## config.mk

```make
export PLATFORM = sky130hd
export DESIGN_NAME = tli_div
export DESIGN_NICKNAME = d
export VERILOG_FILES = /design/src/design/tli_div.sv
export SDC_FILE = /design/constraint.sdc
export NUM_CORES = 1
export LEC_CHECK = 0
export ABC_AREA = 1
export BUFFER_PORTS_ARGS = -buffer_cell sky130_fd_sc_hd__buf_2
export CORE_UTILIZATION = 50
export DETAILED_ROUTE_END_ITERATION = 10
export PLACE_DENSITY = 0.84
export SLEW_MARGIN = 20
export SYNTH_ARGS = -nofsm -noshare
export SYNTH_HDL_FRONTEND = slang
export SYNTH_SLANG_ARGS = --single-unit
export TNS_END_PERCENT = 30
```

## constraint.sdc

```tcl
create_clock -name clk_i -period 2.88 [get_ports clk_i]
set_clock_uncertainty 0.05 [all_clocks]
set_input_delay 0.864 -clock clk_i [delete_from_list [all_inputs] [get_ports clk_i]]
set_output_delay 0.864 -clock clk_i [all_outputs]
set_load 0.03 [all_outputs]
```

## src/design/tli_div.sv

```systemverilog
`default_nettype none
// Restoring divider, 64 by 32, one quotient bit per cycle.
module tli_div (
  input  wire logic        clk_i,
  input  wire logic        rst_ni,
  input  wire logic        start_i,
  input  wire logic [63:0] num_i,
  input  wire logic [31:0] den_i,
  output logic             done_o,
  output logic [63:0]      quo_o
);
  logic [63:0] quo_q, quo_d;
  logic [32:0] rem_q, rem_d;
  logic [31:0] den_q, den_d;
  logic [6:0]  cnt_q, cnt_d;
  logic        busy_q, busy_d;
  logic [32:0] trial;

  always_comb begin
    quo_d = quo_q;
    rem_d = rem_q;
    den_d = den_q;
    cnt_d = cnt_q;
    busy_d = busy_q;
    trial = {rem_q[31:0], quo_q[63]};
    if (start_i) begin
      quo_d = num_i;
      rem_d = '0;
      den_d = den_i;
      cnt_d = '0;
      busy_d = 1'b1;
    end else if (busy_q) begin
      if (trial >= {1'b0, den_q}) begin
        rem_d = trial - {1'b0, den_q};
        quo_d = {quo_q[62:0], 1'b1};
      end else begin
        rem_d = trial;
        quo_d = {quo_q[62:0], 1'b0};
      end
      cnt_d = cnt_q + 7'd1;
      if (cnt_q == 7'd63) begin
        busy_d = 1'b0;
      end
    end
  end

  always_ff @(posedge clk_i or negedge rst_ni) begin
    if (!rst_ni) begin
      busy_q <= 1'b0;
      cnt_q <= '0;
    end else begin
      busy_q <= busy_d;
      cnt_q <= cnt_d;
    end
  end

  always_ff @(posedge clk_i) begin
    quo_q <= quo_d;
    rem_q <= rem_d;
    den_q <= den_d;
  end

  assign done_o = busy_q && (cnt_q == 7'd63) && !start_i;
  assign quo_o = quo_d;
endmodule
`default_nettype wire

```

Yosys cells after proc, flatten, opt, wreduce, memory -nomap -nowiden. Cells that the tools add are included.

Word-level logic and storage cells: 22. Bits in registers: 136. Output and inout bits: 65. Input port bits: 99.

Add/subtract/negate cells: 2. $lt $le $gt $ge: 1. Equal/unequal tests: 1. Mux-type cells: 9. Reduce and logical (&&, ||, !) cells: 4.

Operator list (count): $mux W64 (2); $ge A33 B32 Y1 (1); $mux W32 (1); $sub A32 B32 Y32 (1); $mux W7 (2); $add A7 B1 Y7 const B (1); $eq A7 B6 Y1 const B (1); $mux W1 (4); $logic_and A1 B1 Y1 (2); $reduce_bool A2 Y1 (1); $logic_not A1 Y1 (1).

Longest topological paths before layout.
Word-level depth: 4. Mapped depth: 17. Gate-level depth less buffers: 16.

Worst setup path after synthesis. No wires, ideal clock.

Kind: input port to output port. From: in start_i. To: out quo_o[10]. Setup slack: -0.361 ns. Stages: 6. Arrival time: 2.327 ns. Path buffers: 3. Required time: 1.966 ns. Cells stage by stage: clkbuf_1 -> nor2_1 -> inv_1 -> clkbuf_1 -> buf_2 -> o221ai_1.

Word-level cells in the longest chain between the ends: 1.

RTL lines: from (decl) (line 6) `input wire logic start_i,`; $mux W64 (line 26) `if (start_i) begin`; to (decl) (line 10) `output logic [63:0] quo_o`.

No other way between the ends.

Worst setup path after layout.
From: reg den_q[5]. To: out quo_o[0].

Word-level cells in the longest chain between the ends: 4.

RTL lines: from (decl) (line 14) `logic [31:0] den_q, den_d;`; from (signal assigned) (line 60) `den_q <= den_d;`; $ge A33 B32 Y1 (line 33) `if (trial >= {1'b0, den_q}) begin`; $mux W1 (line 33); $mux W64 (line 32) `end else if (busy_q) begin`; $mux W64 (line 26).

No other way between the ends.

==> flow_summary.yaml <==
clock_network:
  cts_root_buf: "clkbuf_16"
  cts_sinks: 136
  cts_made_buffers: 17
  ctsHtreeMaxLevel: 4
  clock_latency_ns: 0.43
  cts_tree: "yes"
  clk_pin_slew_ns: 0.06
  cts_buffer_depth: 2
routing:
  viasPerCell: 5.24
  drt_iter0_markers: 657
  first_pass_iters: 5
  wl_mm: 23.2
  wire_per_inst_um: 15.1
  drc: 0
  antenna_left: 0
  dr_total_vias: 8030
floorplan:
  num_rows: 45
  ios: 164
  die_h_um: 128
  die_area_um2: 16500
  die_w_um: 128
  coreArea_um2: 15400
  initial_core_util_pct: 51.9
status:
  status: "complete, but fails checks"
  violations: "negative setup slack"
global_routing:
  gr-usage-all-layers_pct: 29.1
  grt_max_degree: 86
  antenna_found_initial: 2
  grt_pass1_vias: 7899
  grt_overflow: 0
  grt_pass1_wl_mm: 37.6
logic_synthesis:
  yosysMostFrequentCell: "nand2_1"
  ys_warn_count: 0
  synth_top_area_share_pct: 24.1
  yosysUniqueCellTypes: 40
  synthArstFlopShare_pct: 5.88
  netlist_instances: 1129
  yosys-top-cells-area: "dfxtp_1 (24%), nand2_1 (18%), edfxtp_1 (12%)"
  syn-cell-area_um2: 7970
  yosysTopAreaCell: "dfxtp_1"
  synth_edf_count: 32
  avgSynthCellArea_um2: 7.06
  synth_flop_cell: "dfxtp_1"
  ys_ff_latch: 136
  synth_common_cells: "nand2_1 (373), inv_1 (235), dfxtp_1 (96)"
  yosysSeqAreaShare_pct: 38.7
  syn-num-nets: 1262
setup_path:
  arrival_ns: 2.13
  regToRegSetupSlack_ns: 0.46
  path_max_fanout: 4
  r2r_cells: 16
  crit_type: "register to output pin"
  timing.rr.end: "rem_q[0]"
  crit_required_ns: 1.97
  critPathLaunchType: "register"
  reg2reg_from: "den_q[26]"
  startpoint: "den_q[5]"
  critPathCaptureType: "output pin"
power_and_ir_drop:
  leakage_nw: 5.35
  p_per_area_nw_per_um2: 800
  ir_drop_v: 0.000525
  total_power_mw: 8.51
cells_and_area:
  fin_cells: 1533
  n_fill_cell: 1171
  nets: 1440
  drive_gt1_share_pct: 29.6
  syn_to_final_growth_pct: 33.4
worst_hold_path:
  hold_path.class: "input port to asynchronous set/reset pin"
placement:
  placed_cells: 1489
  io_buffer_count: 163
  gp_congestion: 0.995
  hpwl_mm: 16.3
timing:
  hold_viol_final: 0
  layout_worst_path_cycle_share_pct: 106
  worst_slack_ns: -0.164
  rsz0062_at_grt: "true"
  whs_ns: 0.211
  worst_pin_slew_ns: 0.395
  final_max_slew_viol_count: 0
  relSlewSlack_pct: 73.6
  setup_violations: 1
  fmax_mhz: 329
  fin_crit_ns: 3.04
  fin_tns_setup_ns: -0.164
job:
  cap_violations: 0
[logic make-up after synthesis]
kind of cell | Yosys count | share of synthesized area (%)
xor gates and xnor gates | 14 | 1.54
AOI/OAI and AO/OA | 109 | 10.1
buffers and inverters | 275 | 13.6
DFF | 136 | 38.7
and+or+nand+nor | 561 | 30.6
adders and majority gates | 34 | 5.43
[registers in the layout, summed over array words and instances, names as in the netlist]
name    flops
busy_q      1
cnt_q       7
den_q      32
quo_q      64
rem_q      32
[worst max-delay path by stage]
| stage | to | slack [ns] | cells after the start |
|---|---|---|---|
| after CTS | quo_o[0] | -0.20 | 14 |
| after global placement | quo_o[4] | 0.05 | 6 |
| after global routing | quo_o[0] | -0.26 | 15 |
| after floorplan | quo_o[15] | -0.06 | 6 |
| final | quo_o[0] | -0.16 | 13 |
| after detailed placement | quo_o[63] | 0.01 | 6 |
[critical path, cell delays in order (launching register included)]
cell and delay, ns:
edfxtp_1 0.32, inv_1 0.07, ha_4 0.30, nand2_2 0.07
nor2_2 0.16, nand2_1 0.10, nor2_2 0.12, nand2_2 0.08
nor2_4 0.10, nor2_4 0.06, nand2_4 0.06, nand2_4 0.06
nand2_4 0.07, buf_6 0.13
[timing repair]
| item | CTS | global route |
|---|---|---|
| hold buffers | 0 | 0 |
| setup endpoints to repair | 5 | 8 |
| setup buffers | 6 | 4 |
| gates cloned | 0 | 0 |
| resized for setup | 52 | 35 |
| pin swaps | 12 | 10 |
[final cells by class]
type,count,area [um^2],area share [%]
antenna,2,5.00,0.0471
clock buffer,17,425,4.00
clock inverter,15,130,1.22
inverter,239,900,8.46
multi-input combinational,718,4710,44.3
sequential,136,3080,29.0
tap,211,264,2.48
timing repair buffer,195,1110,10.5
[power by group]
group          total, mW  switching (mW)  internal (mW)
combinational       3.94            2.39           1.55
sequential          2.47           0.222           2.25
clock               2.10           0.965           1.14
total               8.51            3.57           4.94
[routing by layer]
layer | track usage [%] | part of all wire (%) | wire, um | up-vias
li1 | - | - | - | 3962
met1 | 34.5 | 41 | 9440 | 3732
met2 | 51.3 | 50 | 11500 | 286
met3 | 5.93 | 6.6 | 1530 | 50
met4 | 11.3 | 3.0 | 691 | 0
met5 | 0 | 0 | 0 | -
[through the flow]
stage / setup slack (ns) / util [%] / area, um^2
3_3_place_gp: 0.0529 / 61.8 / 9500
3_5_place_dp: 0.0126 / 61.8 / 9500
6_report: -0.164 / 69.2 / 10600
5_1_grt: -0.259 / 69.2 / 10600
4_1_cts: -0.198 / 68.0 / 10500
2_1_floorplan: -0.0584 / - / 8400
[cells in the final DEF, fill, tap and decap left out, drive strengths merged, types with 7 or more instances in the layout]
master	count
xnor2	13
edfxtp	32
dfrtp	8
buf	192
dfxtp	96
nor3	7
o21ai	17
nand3	81
nand4	10
nand2	386
inv	249
clkbuf	20
o221ai	62
nor2	51
ha	33
a21oi	21
nand3b	14
No activity file was read; power rests on OpenSTA's default activity.
