==> config.mk <==
export PLATFORM = sky130hd
export DESIGN_NAME = tli_mul
export DESIGN_NICKNAME = d
export VERILOG_FILES = /design/src/design/tli_mul.sv
export SDC_FILE = /design/constraint.sdc
export NUM_CORES = 1
export LEC_CHECK = 0
export CORE_UTILIZATION = 50
export DETAILED_ROUTE_END_ITERATION = 7
export DONT_BUFFER_PORTS = 1
export GPL_ROUTABILITY_DRIVEN = 0
export GPL_TIMING_DRIVEN = 0
export HOLD_SLACK_MARGIN = 0.1
export PLACE_DENSITY_LB_ADDON = 0.08
export SLEW_MARGIN = 20
export SYNTH_ARGS = -nofsm -noshare
export SYNTH_HDL_FRONTEND = slang
export SYNTH_SLANG_ARGS = --single-unit
export TNS_END_PERCENT = 5
==> constraint.sdc <==
create_clock -name clk_i -period 3.94 [get_ports clk_i]
set_clock_uncertainty 0.15 [all_clocks]
set_input_delay 0.591 -clock clk_i [delete_from_list [all_inputs] [get_ports clk_i]]
set_output_delay 0.591 -clock clk_i [all_outputs]
set_load 0.02 [all_outputs]
==> src/design/tli_mul.sv <==
`default_nettype none
// Shift-add multiplier: one multiplier bit per cycle.
module tli_mul (
  input  wire logic        clk_i,
  input  wire logic        rst_ni,
  input  wire logic        start_i,
  input  wire logic [31:0] a_i,
  input  wire logic [31:0] b_i,
  output logic             done_o,
  output logic [63:0]      prod_o
);
  logic [63:0] acc_q, acc_d;
  logic [63:0] mcand_q, mcand_d;
  logic [31:0] mplier_q, mplier_d;
  logic [5:0]  cnt_q, cnt_d;
  logic        busy_q, busy_d;

  always_comb begin
    acc_d = acc_q;
    mcand_d = mcand_q;
    mplier_d = mplier_q;
    cnt_d = cnt_q;
    busy_d = busy_q;
    if (start_i) begin
      acc_d = '0;
      mcand_d = {32'd0, a_i};
      mplier_d = b_i;
      cnt_d = 6'd0;
      busy_d = 1'b1;
    end else if (busy_q) begin
      if (mplier_q[0]) begin
        acc_d = acc_q + mcand_q;
      end
      mcand_d = {mcand_q[62:0], 1'b0};
      mplier_d = {1'b0, mplier_q[31:1]};
      cnt_d = cnt_q + 6'd1;
      if (cnt_q == 6'd31) begin
        busy_d = 1'b0;
      end
    end
  end

  always_ff @(posedge clk_i or negedge rst_ni) begin
    if (!rst_ni) begin
      busy_q <= 1'b0;
      cnt_q <= '0;
    end else begin
      busy_q <= busy_d;
      cnt_q <= cnt_d;
    end
  end

  always_ff @(posedge clk_i) begin
    acc_q <= acc_d;
    mcand_q <= mcand_d;
    mplier_q <= mplier_d;
  end

  assign done_o = busy_q && (cnt_q == 6'd31) && !start_i;
  assign prod_o = acc_d;
endmodule
`default_nettype wire

---- Word level (Yosys, flattened, before mapping) ----
Cells that the tools add are included.
storage, ports and cells
  bits in registers ....................... 167
  input port bits ......................... 67
  logic and storage cells ................. 25
cells by class
  add/subtract/negate cells ............... 2
  eq/ne operators ......................... 1
  multiplexer cells ....................... 12
  reductions and logical operators ........ 4
operators with widths
  operator             count
  $mux 64              3
  $mux 32              4
  $add 64x64->64       1
  $mux 6               2
  $add 6x1->6 const B  1
  $eq 6x5->1 const B   1
  $mux 1               3
  $logic_and 1x1->1    2
  $reduce_bool 2->1    1
  $logic_not 1->1      1

---- Depth between registers and ports, before layout ----
Gate-level depths: netlist (run 1).
  depth after elaboration ................. 4
  depth in mapped cells ................... 13
  mapped depth without buffers ............ 13

---- Worst setup path before layout (run 1) ----
Ideal clock, no wire load.
  path kind ............................... register -> output
  start ................................... reg mcand_q[18]
  end ..................................... out prod_o[54]
  data arrival time ....................... 3329 ps
  data required time ...................... 3199 ps
  path slack .............................. -130 ps
  stages on the path, launching flop included .. 13
  buffers on the path ..................... 1
  cells stage by stage .................... edfxtp_1 ha_1 buf_4 nand4_2 or4_4 a211oi_2 nor3_2 or4_4 a211o_1 nand3_2 a21oi_2 xor2_1 o21ai_0
between the ends
  cells in the longest elaborated chain, start to end .. 4
ends and longest elaborated chain
  what                    line  text
  from (decl)             13    logic [63:0] mcand_q, mcand_d;
  from (signal assigned)  55    mcand_q <= mcand_d;
  $add 64x64->64          32    acc_d = acc_q + mcand_q;
  $mux 64                 31    if (mplier_q[0]) begin
  $mux 64                 30    end else if (busy_q) begin
  $mux 64                 24    if (start_i) begin
  to (decl)               10    output logic [63:0] prod_o
Every way passes these cells.

---- Worst setup path in the final report (run 1) ----
  start ................................... reg mcand_q[21]
  end ..................................... out prod_o[58]
The elaborated chain is that of the path after synthesis.

==> impl_results.md, run 1 <==
- Vias in the first global route: 8114
- Worst min-delay path class: in2reg
- Full die area: 20790 um2
- Clk_lat worst skew: 0.45 ns
- Sequential area share after synthesis: 39.76%
- Port Buffers: 0
- Synth unique cells: 61
- Layout cells sized above 1: 20.59%
- Drt first pass iters: 5
- FP Rows: 51
- Fmax: 210.4 MHz
- Initial Util: 51.43%
- Num CTS Buffers: 17
- Drt total wl: 27080 um
- Power density cells: 456.8 nW/um2
- Drt drc: 0
- Drt wl/cell: 19.13 um
- Clock Path Buffers: 2
- Synthesis Warnings: 0
- Total power: 0.005414 W
- Slew @ Worst Pin: 1.102 ns
- Most common cell in the netlist: nand2_1
- Largest net degree at the start of global routing: 48
- Clock sinks: 167
- Failing checks: setup timing
- Rel. slew slack: 26.50%
- Placed Instance Area: 10470 um2
- Period utilization: 120.6%
- Combinational share of power: 29.6%
- Sw Share: 36.34%
- Overflow left after global routing: 0
- Sw Pwr: 0.001967 W
- Vias per cell: 5.845
- Initial antenna violation count: 6
- Setup CP Type: reg2out
- Internal cell power: 0.003446 W
- Syn-to-layout area delta: 17.26%
- Worst setup EP type: output port
- Leak: 4.787 nW
- GRT Overall Usage: 26.73%
- EDFF count, synth: 64
- Status: finished, violations left
- Top FF cell, synth: dfxtp_1
- Avg Cell Area, Syn: 9.122 um2
- Post-synth top area share: 19.01%
- Via count: 8276
- Vert. Die Dim: 144.2 um
- Worst EP required: 3.20 ns
- Reg power frac: 37.8%
- Boundary Pins: 132
- Final instance area: 11850 um2
- Unrepaired setup endpoints after global routing: yes
- Worst vdd ir: 0.2847 mV
- Clk network pwr share: 32.6%
- Syn Nets: 1240
- Async set or reset register ratio after synthesis: 4.192%
- # setup viols final: 26
- Max-cap violations: 0
- Overall die width: 144.2 um
- CTS clk-pin slew, worst paths: 0.08 ns
- Layout Nets: 1265
- CTS tree: built
- Final hold vios: 0
- Synthesized area: 10110 um2
- Area contributors post-synth: dfxtp_1 (19%), edfxtp_1 (19%), ha_1 (7.9%), mux2_2 (6.9%), a21oi_1 (6.1%)
- Synthesized instance count: 1108
- Max-slew violations: 0
- Root buf cell: clkbuf_16
- DRT antenna net count: 0
- Cell taking the most area after synthesis: dfxtp_1
- Post-synth top cells: nand2_1 (137), a21oi_1 (123), dfxtp_1 (96)
- Minimum clock period: 4.753 ns
- Initial DRC count: 537
- H-Tree Level Count: 4
- DP Wirelength: 19740 um
- First-pass GRT wire length: 42420 um
- Worst-path fanout max: 8
- Register bit total from synthesis: 167
- Crit path DAT: 4.01 ns
- Worst Setup Start Kind: flop
- Core area: 19650 um2
- Fin worst setup slack: -0.8128 ns
==> cell usage in the layout (no fill, tap or decap), drive strengths merged, types with 34 or more instances in the layout <==
cell type | Yosys | layout
edfxtp | 64 | 64
mux2i | 35 | 35
ha | 64 | 64
nand2 | 137 | 137
mux2 | 62 | 62
clkbuf | 48 | 59
dfxtp | 96 | 96
buf | 23 | 34
nor2 | 82 | 82
o21ai | 64 | 64
a21oi | 124 | 124
==> area by class of cell <==
cell class / count / area [um2]
fillers: 1808 / 7802
multi-input cells: 851 / 6359
clock buffers: 17 / 425.4
inverters: 19 / 71.32
plain buffers: 64 / 311.5
well taps: 265 / 331.6
clock inverters: 15 / 201.4
diodes: 5 / 12.51
flip-flops and latches: 167 / 4019
repair buffers: 13 / 120.1
==> worst paths after layout <==
check / from / endpoint / slack (ns) / depth (start not counted)
worst min-delay path: b_i[31] / mplier_q[31] / 0.20 / 1
min in group asynchronous: rst_ni / cnt_q[2] / 0.33 / 1
worst min register to register: mcand_q[63] / mcand_q[63] / 0.36 / 2
worst max register to register: mcand_q[21] / acc_q[58] / 0.08 / 12
max in group asynchronous: rst_ni / cnt_q[0] / 3.04 / 1
worst max-delay path: mcand_q[21] / prod_o[58] / -0.81 / 12
==> kinds of logic after synthesis <==
kind of cell             after synthesis  share of synthesized area [%]
AO/OA/AOI/OAI                        299                          17.95
XOR/XNOR                              52                          4.506
adder cells (fa/ha/maj)               65                          8.121
buffers and inverters                 90                          3.850
flip-flops                           167                          39.76
multiplexers                          97                          10.37
AND/OR/NAND/NOR                      338                          15.44
==> state kept, by name, summed over array words and instances, names as in the netlist <==
name and flops:
mcand_q 64, mplier_q 32, busy_q 1, cnt_q 6
acc_q 64
==> power groups by stage <==
stage	combinational, W	sequential, W	clock, W
floorplan	0.00111	0.00205	0
global placement	0.00137	0.00208	0
detailed placement	0.00137	0.00208	0
CTS	0.00151	0.00204	0.00179
global route	0.00176	0.00206	0.00186
finish	0.00160	0.00204	0.00177
==> worst max-delay path, cell delays in order (launching register included) <==
cell	delay, ns
edfxtp_1	0.43
ha_1	0.30
buf_4	0.15
nand4_2	0.11
or4_4	0.56
a211oi_2	0.18
nor3_2	0.12
or4_4	0.53
a211o_1	0.32
nand3_2	0.13
a21oi_2	0.10
o2111a_1	0.25
a221o_1	0.37
==> metal layers <==
metal / wire (um) / GRT usage [%] / share of wire [%] / vias up
met2: 13120 / 45.39 / 48 / 184
met4: 468 / 8.753 / 1.7 / 2
li1: - / - / - / 4084
met3: 1605 / 6.954 / 5.9 / 33
met1: 11880 / 32.89 / 44 / 3973
met5: 13 / 0 / 0.048 / -
==> per-stage QoR <==
stage                      TNS, ns  util, %  worst slack, ns  hold slack [ns]  cells
final                       -8.872    60.30          -0.8128           0.1970   1416
after global routing        -14.16    60.26          -0.9148           0.1787   1413
after CTS                   -8.794    59.22          -0.8104           0.1850   1411
after detailed placement    -15.66    53.27           -1.299           0.1459   1374
after global placement      -15.47    53.11           -1.294           0.1459   1373
after floorplan           -0.07482        -         -0.04667           0.1454   1108
==> what timing repair did <==
| item | CTS | global route |
|---|---|---|
| hold buffers | 1 | 0 |
| endpoints found under the setup margin | 54 | 47 |
| resized for setup | 122 | 43 |
| buffers inserted | 5 | 6 |
| pin swaps | 21 | 19 |
| hold endpoints to repair | 7 | 0 |
(Power assumes the default switching activity.)
==> run 2: changes to the inputs <==
BUFFER_PORTS_ARGS = -buffer_cell sky130_fd_sc_hd__buf_2   (was default)
DONT_BUFFER_PORTS = default   (was 1)
==> impl_results.md, run 2 (synthesized netlist as in run 1, its figures left out) <==
- Drt drc: 0 (unchanged)
- Final core utilization: 63.14% (+2.8 points)
- Max-cap violations: 0 (unchanged)
- Via count: 8809 (+6.4%)
- Port Buffers: 131 (+131)
- Clock sinks: 167 (unchanged)
- Commonest non-fill, non-tap cell in the layout: nand2_1
- Vert. Die Dim: 144.2 um (unchanged)
- Layout cells sized above 1: 26.98% (+6.4 points)
- Largest net degree at the start of global routing: 54 (+13%)
- Setup WS pre-CTS: -1.210 ns (+0.08857 ns)
- Overflow left after global routing: 0 (unchanged)
- Hold slack: 0.2843 ns (+0.08739 ns)
- Worst EP required: 3.20 ns (about the same)
- First-pass GRT wire length: 42390 um (about the same)
- Fmax: 213.9 MHz (+1.7%)
- Clock Path Buffers: 2 (unchanged)
- Worst Setup Start Kind: flop
- # setup viols final: 37 (+42%)
- Slew @ Worst Pin: 0.9885 ns (-0.1139 ns)
- Initial Util: 51.43% (unchanged)
- Overall die width: 144.2 um (unchanged)
- Unrepaired setup endpoints after global routing: yes
- Boundary Pins: 132 (unchanged)
- Initial DRC count: 591 (+10%)
- Period utilization: 118.7% (-2.0 points)
- H-Tree Level Count: 4 (unchanged)
- Full die area: 20790 um2 (unchanged)
- Power density cells: 443.6 nW/um2 (-2.9%)
- Vias per cell: 5.676 (-2.9%)
- FP Rows: 51 (unchanged)
- Root buf cell: clkbuf_16
- DP Wirelength: 19610 um (-0.70%)
- Initial antenna violation count: 2 (-4)
- Drt first pass iters: 7 (+2)
- Num CTS Buffers: 17 (unchanged)
- Minimum clock period: 4.675 ns (-0.07782 ns)
- Status: finished, violations left
- Most frequent cells in the layout: nand2_1 (137), buf_2 (123), a21oi_1 (109)
- Drt total wl: 27080 um (about the same)
- DRT antenna net count: 0 (unchanged)
- CTS tree: built
- Setup CP Type: reg2out
- CTS clk-pin slew, worst paths: 0.08 ns (about the same)
- Drt wl/cell: 17.45 um (-8.8%)
- Clk_lat worst skew: 0.44 ns (about the same)
- Layout Nets: 1405 (+11%)
- GRT Overall Usage: 26.43% (-0.30 points)
- Crit path DAT: 3.93 ns (-0.08 ns)
- Vias in the first global route: 8420 (+3.8%)
- Core area: 19650 um2 (unchanged)
- Rel. slew slack: 33.86% (+7.4 points)
- Leak: 5.355 nW (+12%)
- Syn-to-layout area delta: 22.78%
- Top Registers: acc_q (64), mcand_q (64), mplier_q (32)
- Final hold vios: 0 (unchanged)
- Fin worst setup slack: -0.7350 ns (+0.07782 ns)
- Worst setup EP type: output port
- Max-slew violations: 0 (unchanged)
- Failing checks: setup timing
- Sum Neg Setup Slack: -12.58 ns (-3.712 ns)
- Worst vdd ir: 0.3026 mV (+6.3%)
- Worst min-delay path class: in2reg
- Worst-path fanout max: 3 (-5)
[run 2: final cells by class]
type                            count  area [um2]
Antenna cell                        1       2.502
Buffer                             60       261.5
Clock buffer                       17       425.4
Clock inverter                     15       171.4
Fill cell                        1741        7244
Inverter                           19       71.32
Multi-Input combinational cell    851        6211
Sequential cell                   167        4019
Tap cell                          265       331.6
Timing Repair Buffer              157       915.9
[run 2: through the flow]
step | instances | cell area (um2) | total power (W)
2_1_floorplan | 1108 | 10110 | 0.003160
4_1_cts | 1550 | 12230 | 0.005455
6_report | 1552 | 12410 | 0.005504
3_3_place_gp | 1504 | 11090 | 0.003533
3_5_place_dp | 1505 | 11120 | 0.003546
5_1_grt | 1551 | 12410 | 0.005776
[run 2: critical path, cell delays in order, from the launching register on]
cell and delay [ns]:
edfxtp_1 0.40, ha_1 0.36, nand3_4 0.08, or4_4 0.57, a211oi_4 0.21, nor3_4 0.09, or4_4 0.52, a211o_1 0.36
nand3_2 0.13, a21oi_4 0.07, o2111a_1 0.25, a221o_1 0.29, buf_6 0.14
[run 2: path summary, 6_finish.rpt]
path	startpoint	slack (ns)	endpoint	cells after the start
max	mcand_q[17]	-0.73	prod_o[58]	12
min	b_i[31]	0.28	mplier_q[31]	2
max reg2reg	mcand_q[17]	0.31	acc_q[58]	11
min reg2reg	acc_q[57]	0.33	acc_q[57]	2
max in group asynchronous	rst_ni	3.09	cnt_q[0]	2
min in group asynchronous	rst_ni	0.39	cnt_q[2]	2
[run 2: report_power, final]
| group | switching (W) | internal [W] | leakage (nW) |
|---|---|---|---|
| combinational | 0.00102 | 0.000729 | 3.51 |
| clock | 0.000834 | 0.000860 | 0.291 |
| sequential | 0.000101 | 0.00196 | 1.55 |
| total | 0.00196 | 0.00355 | 5.35 |
[run 2: repair_timing]
action / in CTS / in global routing
setup endpoints to repair: 48 / 48
gates resized for setup: 104 / 39
cloned: 0 / 0
hold buffers: 1 / 0
setup buffers: 14 / 10
pin swaps: 31 / 28
endpoints found under the hold margin: 7 / 0
[run 2: layer usage]
metal	vias to the layer above	GRT usage [%]	routed length (um)	share of wire [%]
met5	-	0	17	0.063
met4	2	10.30	613	2.3
met3	40	4.967	1357	5.0
met2	235	44.44	13020	48
met1	4172	33.45	12070	45
li1	4360	-	-	-
